[src/assert_macros.svh]
`ifndef ASSERT_MACROS_SVH
`define ASSERT_MACROS_SVH

// Checks a condition at every rising clock edge outside reset.
`define ASSERT_ALWAYS(lbl, cond, msg) \
  lbl: assert property (@(posedge clk) disable iff (!rst_n) (cond)) else $error(msg);

// Checks that a consequent holds in the same cycle as its antecedent.
`define ASSERT_SAME(lbl, ante, cons, msg) \
  lbl: assert property (@(posedge clk) disable iff (!rst_n) (ante) |-> (cons)) else $error(msg);

// Checks that a consequent holds in the cycle after its antecedent, with a message.
`define ASSERT_AFTER(lbl, ante, cons, msg) \
  lbl: assert property (@(posedge clk) disable iff (!rst_n) (ante) |=> (cons)) else $error(msg);

`endif

[src/ptl_pkg.sv]
`default_nettype none

package ptl_pkg;

  // Light phases, in the order the controller walks through them.
  typedef enum logic [1:0] {
    PH_RED    = 2'd0,
    PH_GREEN  = 2'd1,
    PH_BLINK  = 2'd2,
    PH_YELLOW = 2'd3
  } phase_t;

  // Configuration register indexes.
  localparam int unsigned CFG_IDX_W = 3;
  localparam int unsigned CFG_W     = 16;

  localparam logic [CFG_IDX_W-1:0] CFG_RED_FULL   = 3'd0;
  localparam logic [CFG_IDX_W-1:0] CFG_GREEN      = 3'd1;
  localparam logic [CFG_IDX_W-1:0] CFG_BLINK      = 3'd2;
  localparam logic [CFG_IDX_W-1:0] CFG_BLINK_HALF = 3'd3;
  localparam logic [CFG_IDX_W-1:0] CFG_YELLOW     = 3'd4;

  // Register values after reset, in ticks.
  localparam logic [CFG_W-1:0] RST_RED_FULL   = 16'd4000;
  localparam logic [CFG_W-1:0] RST_GREEN      = 16'd1000;
  localparam logic [CFG_W-1:0] RST_BLINK      = 16'd1000;
  localparam logic [CFG_W-1:0] RST_BLINK_HALF = 16'd250;
  localparam logic [CFG_W-1:0] RST_YELLOW     = 16'd1000;

  // One result beat: lamp drives and the phase after the tick.
  typedef struct packed {
    logic   red_lamp;
    logic   yellow_lamp;
    logic   green_lamp;
    phase_t light_phase;
  } result_t;

endpackage

`default_nettype wire

[src/pedestrian_traffic_light_fsm_top.sv]
`default_nettype none

// Pedestrian traffic light controller. Each input beat is one millisecond tick
// with a pedestrian press flag; each tick yields exactly one result beat with
// the red, yellow and green lamp drives and the phase after that tick. The
// phases run red, steady green, blinking green and yellow, each for the number
// of ticks held in its configuration register. A press late in red ends red at
// once; any other press shortens the next red to a quarter of its full length.
// The phase state registers update on the edge that accepts a beat, and the result
// lands in the output register (or in the skid register while the output register
// is held), so a new tick is accepted every cycle while in_stall is low. A two-entry
// output buffer (output register plus skid register) lets the block accept one more
// tick while the consumer stalls; in_stall rises only when both entries are full.
module pedestrian_traffic_light_fsm_top
  import ptl_pkg::*;
#(
  parameter int unsigned TIMER_WIDTH = 16
) (
  input  wire                  clk,
  input  wire                  rst_n,
  // Configuration write port
  input  wire                  cfg_we,
  input  wire [CFG_IDX_W-1:0]  cfg_index,
  input  wire [CFG_W-1:0]      cfg_wdata,
  // Tick input channel
  input  wire                  in_valid,
  output logic                 in_stall,
  input  wire                  in_button_press,
  // Result channel
  output logic                 out_valid,
  input  wire                  out_stall,
  output logic                 out_red_lamp,
  output logic                 out_yellow_lamp,
  output logic                 out_green_lamp,
  output logic [1:0]           out_light_phase
);

`include "assert_macros.svh"

  // Compares run at the wider of the counter and register widths.
  localparam int unsigned CMP_W = (TIMER_WIDTH > CFG_W) ? TIMER_WIDTH : CFG_W;

  // Configuration registers.
  logic [CFG_W-1:0] red_full_r, green_r, blink_r, blink_half_r, yellow_r;

  // Phase state.
  phase_t                 phase_r, phase_nxt;
  logic [TIMER_WIDTH-1:0] phase_ticks_r, phase_ticks_nxt;
  logic [TIMER_WIDTH-1:0] toggle_ticks_r, toggle_ticks_nxt;
  logic                   red_is_short_r, red_is_short_nxt;
  logic                   shorten_next_r, shorten_next_nxt;
  logic                   blink_on_r, blink_on_nxt;

  // Output buffer.
  logic    out_valid_r, skid_valid_r;
  result_t out_res_r, skid_res_r, res_nxt;

  logic in_accept, out_take;

  // Comparison operands.
  logic [CMP_W-1:0]       ticks_c, toggle_c, quarter_c, red_lim_c;
  logic [TIMER_WIDTH-1:0] ticks_inc, toggle_inc;
  logic                   early_exit;

  assign in_accept = in_valid && !in_stall;
  assign out_take  = out_valid_r && !out_stall;
  assign in_stall  = skid_valid_r;

  // Configuration writes; indexes beyond the list are ignored.
  always_ff @(posedge clk) begin
    if (!rst_n) begin
      red_full_r   <= RST_RED_FULL;
      green_r      <= RST_GREEN;
      blink_r      <= RST_BLINK;
      blink_half_r <= RST_BLINK_HALF;
      yellow_r     <= RST_YELLOW;
    end else if (cfg_we) begin
      case (cfg_index)
        CFG_RED_FULL:   red_full_r   <= cfg_wdata;
        CFG_GREEN:      green_r      <= cfg_wdata;
        CFG_BLINK:      blink_r      <= cfg_wdata;
        CFG_BLINK_HALF: blink_half_r <= cfg_wdata;
        CFG_YELLOW:     yellow_r     <= cfg_wdata;
        default: ;
      endcase
    end
  end

  // Saturating tick counters.
  assign ticks_inc  = (&phase_ticks_r) ? phase_ticks_r : phase_ticks_r + 1'b1;
  assign toggle_inc = (&toggle_ticks_r) ? toggle_ticks_r : toggle_ticks_r + 1'b1;
  assign ticks_c    = CMP_W'(ticks_inc);
  assign toggle_c   = CMP_W'(toggle_inc);
  assign quarter_c  = CMP_W'(red_full_r >> 2);
  assign red_lim_c  = red_is_short_r ? quarter_c : CMP_W'(red_full_r);

  // A press once the short red time has passed ends red at once.
  assign early_exit = in_button_press && (phase_r == PH_RED) && (ticks_c > quarter_c);

  // Next phase state for one tick.
  always_comb begin
    phase_nxt        = phase_r;
    phase_ticks_nxt  = ticks_inc;
    toggle_ticks_nxt = toggle_ticks_r;
    red_is_short_nxt = red_is_short_r;
    shorten_next_nxt = shorten_next_r;
    blink_on_nxt     = blink_on_r;

    if (in_button_press) begin
      shorten_next_nxt = !early_exit;
    end

    if (early_exit) begin
      phase_nxt       = PH_GREEN;
      phase_ticks_nxt = '0;
    end else begin
      case (phase_r)
        PH_RED: begin
          if (ticks_c >= red_lim_c) begin
            phase_nxt       = PH_GREEN;
            phase_ticks_nxt = '0;
          end
        end
        PH_GREEN: begin
          if (ticks_c >= CMP_W'(green_r)) begin
            phase_nxt        = PH_BLINK;
            phase_ticks_nxt  = '0;
            blink_on_nxt     = 1'b0;
            toggle_ticks_nxt = '0;
          end
        end
        PH_BLINK: begin
          toggle_ticks_nxt = toggle_inc;
          if (toggle_c >= CMP_W'(blink_half_r)) begin
            toggle_ticks_nxt = '0;
            blink_on_nxt     = !blink_on_r;
          end
          if (ticks_c >= CMP_W'(blink_r)) begin
            phase_nxt       = PH_YELLOW;
            phase_ticks_nxt = '0;
          end
        end
        PH_YELLOW: begin
          if (ticks_c >= CMP_W'(yellow_r)) begin
            phase_nxt        = PH_RED;
            phase_ticks_nxt  = '0;
            red_is_short_nxt = shorten_next_nxt;
            shorten_next_nxt = 1'b0;
          end
        end
        default: ;
      endcase
    end

    // Lamp drives follow the phase after this tick.
    res_nxt.red_lamp    = (phase_nxt == PH_RED);
    res_nxt.yellow_lamp = (phase_nxt == PH_YELLOW);
    res_nxt.green_lamp  = (phase_nxt == PH_GREEN) ||
                          ((phase_nxt == PH_BLINK) && blink_on_nxt);
    res_nxt.light_phase = phase_nxt;
  end

  // Phase state registers advance on each accepted tick.
  always_ff @(posedge clk) begin
    if (!rst_n) begin
      phase_r        <= PH_RED;
      phase_ticks_r  <= '0;
      toggle_ticks_r <= '0;
      red_is_short_r <= 1'b0;
      shorten_next_r <= 1'b0;
      blink_on_r     <= 1'b0;
    end else if (in_accept) begin
      phase_r        <= phase_nxt;
      phase_ticks_r  <= phase_ticks_nxt;
      toggle_ticks_r <= toggle_ticks_nxt;
      red_is_short_r <= red_is_short_nxt;
      shorten_next_r <= shorten_next_nxt;
      blink_on_r     <= blink_on_nxt;
    end
  end

  // Output register with a skid entry behind it.
  always_ff @(posedge clk) begin
    if (!rst_n) begin
      out_valid_r  <= 1'b0;
      skid_valid_r <= 1'b0;
    end else if (skid_valid_r) begin
      if (out_take) begin
        out_res_r    <= skid_res_r;
        skid_valid_r <= 1'b0;
      end
    end else if (in_accept) begin
      if (out_valid_r && !out_take) begin
        skid_res_r   <= res_nxt;
        skid_valid_r <= 1'b1;
      end else begin
        out_res_r   <= res_nxt;
        out_valid_r <= 1'b1;
      end
    end else if (out_take) begin
      out_valid_r <= 1'b0;
    end
  end

  assign out_valid       = out_valid_r;
  assign out_red_lamp    = out_res_r.red_lamp;
  assign out_yellow_lamp = out_res_r.yellow_lamp;
  assign out_green_lamp  = out_res_r.green_lamp;
  assign out_light_phase = out_res_r.light_phase;

  // The skid entry only fills behind a full output register.
  `ASSERT_ALWAYS(a_skid_behind_out, !skid_valid_r || out_valid_r,
                 "skid entry valid while output register is empty")

  // Without a tick the phase and its counter hold.
  `ASSERT_AFTER(a_state_holds, !in_accept,
                $stable(phase_r) && $stable(phase_ticks_r),
                "phase state changed without an accepted tick")

  // Red and yellow lamps match the reported phase.
  `ASSERT_SAME(a_lamps_match, out_valid_r,
               (out_red_lamp == (out_light_phase == PH_RED)) &&
               (out_yellow_lamp == (out_light_phase == PH_YELLOW)),
               "lamp drive disagrees with reported phase")

  // Green is never lit in red or yellow.
  `ASSERT_SAME(a_green_phase, out_valid_r && out_green_lamp,
               (out_light_phase == PH_GREEN) || (out_light_phase == PH_BLINK),
               "green lamp lit outside a green phase")

endmodule

`default_nettype wire

[config.mk]
export PLATFORM = sky130hd
export DESIGN_NAME = pedestrian_traffic_light_fsm_top
export DESIGN_NICKNAME = d
export VERILOG_FILES = /design/src/ptl_pkg.sv /design/src/pedestrian_traffic_light_fsm_top.sv
export VERILOG_INCLUDE_DIRS = /design/src /design/src/src
export SDC_FILE = /design/constraint.sdc
export NUM_CORES = 1
export LEC_CHECK = 0
export BUFFER_PORTS_ARGS = -buffer_cell sky130_fd_sc_hd__buf_2
export CORE_ASPECT_RATIO = 0.6
export CORE_MARGIN = 5
export CORE_UTILIZATION = 68
export DETAILED_ROUTE_END_ITERATION = 16
export GPL_ROUTABILITY_DRIVEN = 0
export PLACE_DENSITY = 0.88
export SKIP_LAST_GASP = 1
export SYNTH_ARGS = -nofsm -noshare
export SYNTH_HDL_FRONTEND = slang
export SYNTH_SLANG_ARGS = --single-unit
[constraint.sdc]
create_clock -name clk -period 10.6 [get_ports clk]
set_clock_uncertainty 0.05 [all_clocks]
set_input_delay 0.53 -clock clk [delete_from_list [all_inputs] [get_ports clk]]
set_output_delay 0.53 -clock clk [all_outputs]
set_load 0.1 [all_outputs]
== Word-level counts from Yosys, hierarchy flattened ==
Cells that the tools add are included.
Storage, ports and cells
  input bits: 25
  register bits after elaboration: 129
  word-level logic and storage cells: 112
Operators by class
  equality and inequality tests: 14
  mux-type cells: 37
  reductions and logical operators: 30
  magnitude comparators: 6
  bitwise gates (word level): 2
  add/subtract/negate cells: 2
Operator list (number)
  $mux W16: 10
  $ge A16 B16 Y1: 5
  $pmux W16 S4: 1
  $add A16 B1 Y16 const B: 2
  $pmux W16 S2: 1
  $reduce_and A16 Y1: 2
  $mux W5: 4
  $gt A16 B14 Y1: 1
  $reduce_and A4 Y1: 4
  $mux W1: 14
  $mux W2: 5
  $reduce_and A2 Y1: 5
  $eq A2 B2 Y1 const B: 4
  $pmux W2 S4: 1
  $eq A3 B2 Y1 const B: 2
  $logic_and A1 B1 Y1: 6
  $ne A2 B2 Y1 const B: 3
  $reduce_bool A2 Y1: 3
  $logic_not A1 Y1: 5
  $eq A2 B1 Y1 const B: 2
  $logic_not A2 Y1: 2
  $eq A3 B1 Y1 const B: 1
  $eq A3 B3 Y1 const B: 1
  $logic_not A3 Y1: 1
  other kinds (5): 6

== Longest topological paths before layout ==
  depth in word-level cells: 12
  gate-level depth with buffers: 19

== Worst setup path after synthesis ==
No wires, ideal clock.
  kind: reg2reg
  from: register phase_ticks_r[0]
  to: register toggle_ticks_r[11]
  clock period less this slack: 4.447 ns
  library setup time: 0.132 ns
  path buffers: 3
  stages on the path, launching flop included: 19
  path slack: 6.153 ns
  data required time: 10.418 ns
  arrival time: 4.265 ns
  path through: dfxtp_1 ha_1 nand2_1 or3_1 or3_1 clkbuf_1 nand2b_1 nor3_1 xor2_1 ha_1 a211oi_1 o21ai_0 a2111oi_2 a21oi_1 or4_4 buf_6 clkbuf_1 o21ai_0 a21oi_1
Between the ends
  longest elaborated chain between the ends: 6
  elaborated cells between the ends (all ways): 9
  those cells by class: add/sub (1); order compare (2); eq/ne (1); mux (1); bitwise (1); reduce/logical (3)
RTL lines
  from (decl): line pedestrian_traffic_light_fsm_top.sv:48  | logic [TIMER_WIDTH-1:0] phase_ticks_r, phase_ticks_nxt;
  from (signal assigned): line pedestrian_traffic_light_fsm_top.sv:174  | phase_ticks_r <= phase_ticks_nxt;
  $add A16 B1 Y16 or $reduce_and A16 Y1 (tied branches): line pedestrian_traffic_light_fsm_top.sv:90  | assign ticks_inc = (&phase_ticks_r) ? phase_ticks_r : phase_ticks_r + 1'b1;
  $mux W16 (*): line pedestrian_traffic_light_fsm_top.sv:90
  branches (longest 3 deep; another with $ge A16 B16 Y1)
  $reduce_and A4 Y1 (no line) (*)
  to (signal assigned): line pedestrian_traffic_light_fsm_top.sv:175  | toggle_ticks_r <= toggle_ticks_nxt;
  to (decl): line pedestrian_traffic_light_fsm_top.sv:49  | logic [TIMER_WIDTH-1:0] toggle_ticks_r, toggle_ticks_nxt;
Mark *: on every way between the ends.
A chain may end at the register's enable or synchronous reset.

== Worst setup path after layout ==
  from: register phase_ticks_r[0]
  to: register phase_ticks_r[3]
Between the ends
  longest elaborated chain between the ends: 6
  elaborated cells between the ends (all ways): 15
  those cells by class: add/sub (1); order compare (5); mux (7); reduce/logical (2)
RTL lines
  $add A16 B1 Y16 or $reduce_and A16 Y1 (tied branches): line pedestrian_traffic_light_fsm_top.sv:90
  $mux W16 (*): line pedestrian_traffic_light_fsm_top.sv:90
  $ge A16 B16 Y1, on equally long branches
  $mux W16, on equally long branches
  $pmux W16 S4: line pedestrian_traffic_light_fsm_top.sv:117  | case (phase_r)
  $mux W16 (*): line pedestrian_traffic_light_fsm_top.sv:113  | if (early_exit) begin
Mark *: on every way between the ends. The rest lies on a longest branch, timed or not.

==> flow_summary.toml <==
[critical_path]
worstSetupPathType = "reg2reg"
end_kind = "register"
cp_max_fo = 18
reg2reg_depth = 16
cp_data_required_time_ns = 10.85
worstPathArrival_ns = 5.54
reg2reg_slack_ns = 5.31
r2r-start = "phase_ticks_r[0]"
r2r_end = "phase_ticks_r[3]"
cp-start-kind = "register"

[floorplanning]
initial_core_util_pct = 70.2
core_area_sq_um = 11400
io_pins = 32
die_area_sq_um = 14200
fp-row-count = 30
die-width_um = 150
die_h_um = 94.2

[global_routing]
grt_usage_pct = 33.1
grt_max_degree = 87
overflow = 0
first_global_vias = 6956
grt_pass1_wl_um = 36600
antenna_found_initial = 0

[synth]
synth_warnings = 0
syn_inst = 996
synthDominantCellAreaShare_pct = 29.6
syn_area_sq_um = 8040
ys_ff_latch = 129
synth_top_area_cell = "dfxtp_1"
synth_flop_cell = "dfxtp_1"
synth.most_common_cell = "nand2_1"
synth_enable_flop_cells = 10
ys_types = 68
synth_fp_nets = 1122
yosys-top-cells-count = "nand2_1 (175), dfxtp_1 (119), ha_1 (101)"
async_reset_ff_share_pct = 0
avgSynthCellArea_sq_um = 8.07
ys_seq_area_share_pct = 33.4
yosys-top-cells-area = "dfxtp_1 (30%), ha_1 (16%), nand2_1 (8.2%)"

[cells_and_area]
multi_input_area_sq_um = 4840
post-route-cell-area_sq_um = 8900
nNetsFinal = 1135
final_cells = 1182
syn_to_final_growth_pct = 10.7
antennaDiodeCount = 0
register_area_sq_um = 2680
fillCellCount = 794
drive_gt1_share_pct = 8.71

[clocking]
cts_buffers = 17
hold_buffers = 0
cts-root-buf = "clkbuf_16"
cts_sinks = 129
clkLatencyLatePin_ns = 0.42
cts.path.max_buffers = 2
post_cts_resized = 0
tritoncts = "yes"
cts_setup_buffers = 0
cts_max_level = 4
clk_transition_reported_paths_ns = 0.06

[pwr]
seqPwrFrac_pct = 40.7
swShare_pct = 24.8
finalPower_w = 0.00125
combinationalPowerShare_pct = 8.4
power_frac_clock_pct = 50.9
p_int_w = 0.000942
p_leak_nw = 3.81
p_per_area_nw_per_um2 = 141
irDropWorstVdd_v = 0.0000979
switchingPower_w = 0.000311

[timing]
hold_slack_ns = 0.354
tns_ns = 0
rsz0062_at_grt = "false"
tightestPinTransition_ns = 1.28
report.final.slew_viol_count = 0
hold_violations = 0
min_period_ns = 5.29
slew-limit-headroom_pct = 14.6
max_freq_mhz = 189
final_min_period_over_clock_period_pct = 49.9
finalSetupViolations = 0

[worst_hold_path]
min_path_type = "in2reg"
min_to = "red_full_r[3]"
whs_path_depth = 3
hp-start = "cfg_wdata[3]"

[route]
vias = 7590
viasPerCell = 6.42
drc_errors = 0
wl_um = 22800
drt-initial-drc-count = 1035
wl_per_cell_um = 19.3
drtAntennaViolNets = 0
drt_pass1_iterations = 6

[run]
cap_violations = 0

[placement]
placed_cell_area_sq_um = 8260
dpl.hpwl_um = 15600
port-buffer-count = 31
place_inst = 1150

[outcome]
status = "finished clean"
stage by stage:
stage,worst slack [ns],utilization (%)
detailed placement,5.50,72.2
floorplan,6.15,-
global route,4.91,77.7
global placement,5.63,72.2
CTS,5.42,77.7
finish,5.31,77.7
worst max-delay path, stage by stage (launching register included):
cell and delay, ns:
dfxtp_1 0.40, ha_1 0.22, nand2_1 0.12, or3_1 0.36
or3_1 0.50, nand2b_1 0.20, nor3_1 0.08, xor2_1 0.56
ha_1 0.38, and4_1 0.22, o311a_1 0.14, o21ai_0 0.44
nand4_1 0.18, or3b_1 0.22, o2111a_1 0.60, nand2_1 0.16
a311oi_1 0.34
cells by family after synthesis:
family                   count (synthesis)  share of synthesized area (%)
AO/OA/AOI/OAI                          235                           18.8
multiplexers                            22                           2.86
adder cells (fa/ha/maj)                101                           15.7
XOR/XNOR                                22                           2.40
AND/OR/NAND/NOR                        353                           20.4
buffers and inverters                  134                           6.46
flip-flops                             129                           33.4
sequential cells by signal, indices dropped and copies added (netlist names):
signal	flops
blink_half_r	16
blink_r	16
green_r	16
phase_ticks_r	16
red_full_r	16
toggle_ticks_r	16
yellow_r	16
skid_res_r	5
out_light_phase	2
phase_r	2
blink_on_r	1
in_stall	1
out_green_lamp	1
out_red_lamp	1
out_valid	1
out_yellow_lamp	1
red_is_short_r	1
shorten_next_r	1
power by group through the flow:
| stage | Clock, W | Sequential [W] | Combinational, W |
|---|---|---|---|
| 4_1_cts | 0.000639 | 0.000510 | 0.000102 |
| 3_3_place_gp | 0 | 0.000520 | 0.0000979 |
| 6_report | 0.000638 | 0.000510 | 0.000105 |
| 2_1_floorplan | 0 | 0.000529 | 0.0000604 |
| 5_1_grt | 0.000660 | 0.000511 | 0.000114 |
| 3_5_place_dp | 0 | 0.000520 | 0.000100 |
cell usage in the layout (no fill, tap or decap), drive strengths merged, types with 11 or more instances in the layout:
cell,instances
nor3,13
ha,101
and3,11
nor2,64
inv,93
nand2b,12
o211ai,36
dfxtp,119
a21oi,89
xnor2,13
nand2,175
clkbuf,20
mux2i,14
a22oi,20
nand4,17
o21ai,35
nand3,19
a211oi,11
buf,37
final cells by class:
type / count / share of cell area (%)
inverter: 91 / 3.84
clock inverter: 12 / 2.02
clock buffer: 20 / 5.13
timing repair buffer: 37 / 2.25
multi-input combinational: 733 / 54.4
tap: 160 / 2.25
sequential: 129 / 30.1
worst max path at each step:
stage	cells after the start	start	end
floorplan	18	phase_ticks_r[0]	toggle_ticks_r[11]
CTS	15	phase_ticks_r[0]	toggle_ticks_r[4]
global placement	15	phase_ticks_r[0]	toggle_ticks_r[4]
detailed placement	15	phase_ticks_r[0]	toggle_ticks_r[4]
global route	16	phase_ticks_r[0]	phase_ticks_r[3]
finish	16	phase_ticks_r[0]	phase_ticks_r[3]
layer usage:
layer	GRT usage (%)	part of all wire (%)	vias up
met1	46.9	44	3490
met2	49.6	41	511
li1	-	-	3533
met3	9.16	13	56
met4	8.68	2.3	0
met5	0	0	-
Power figures use the tool's default switching activity.
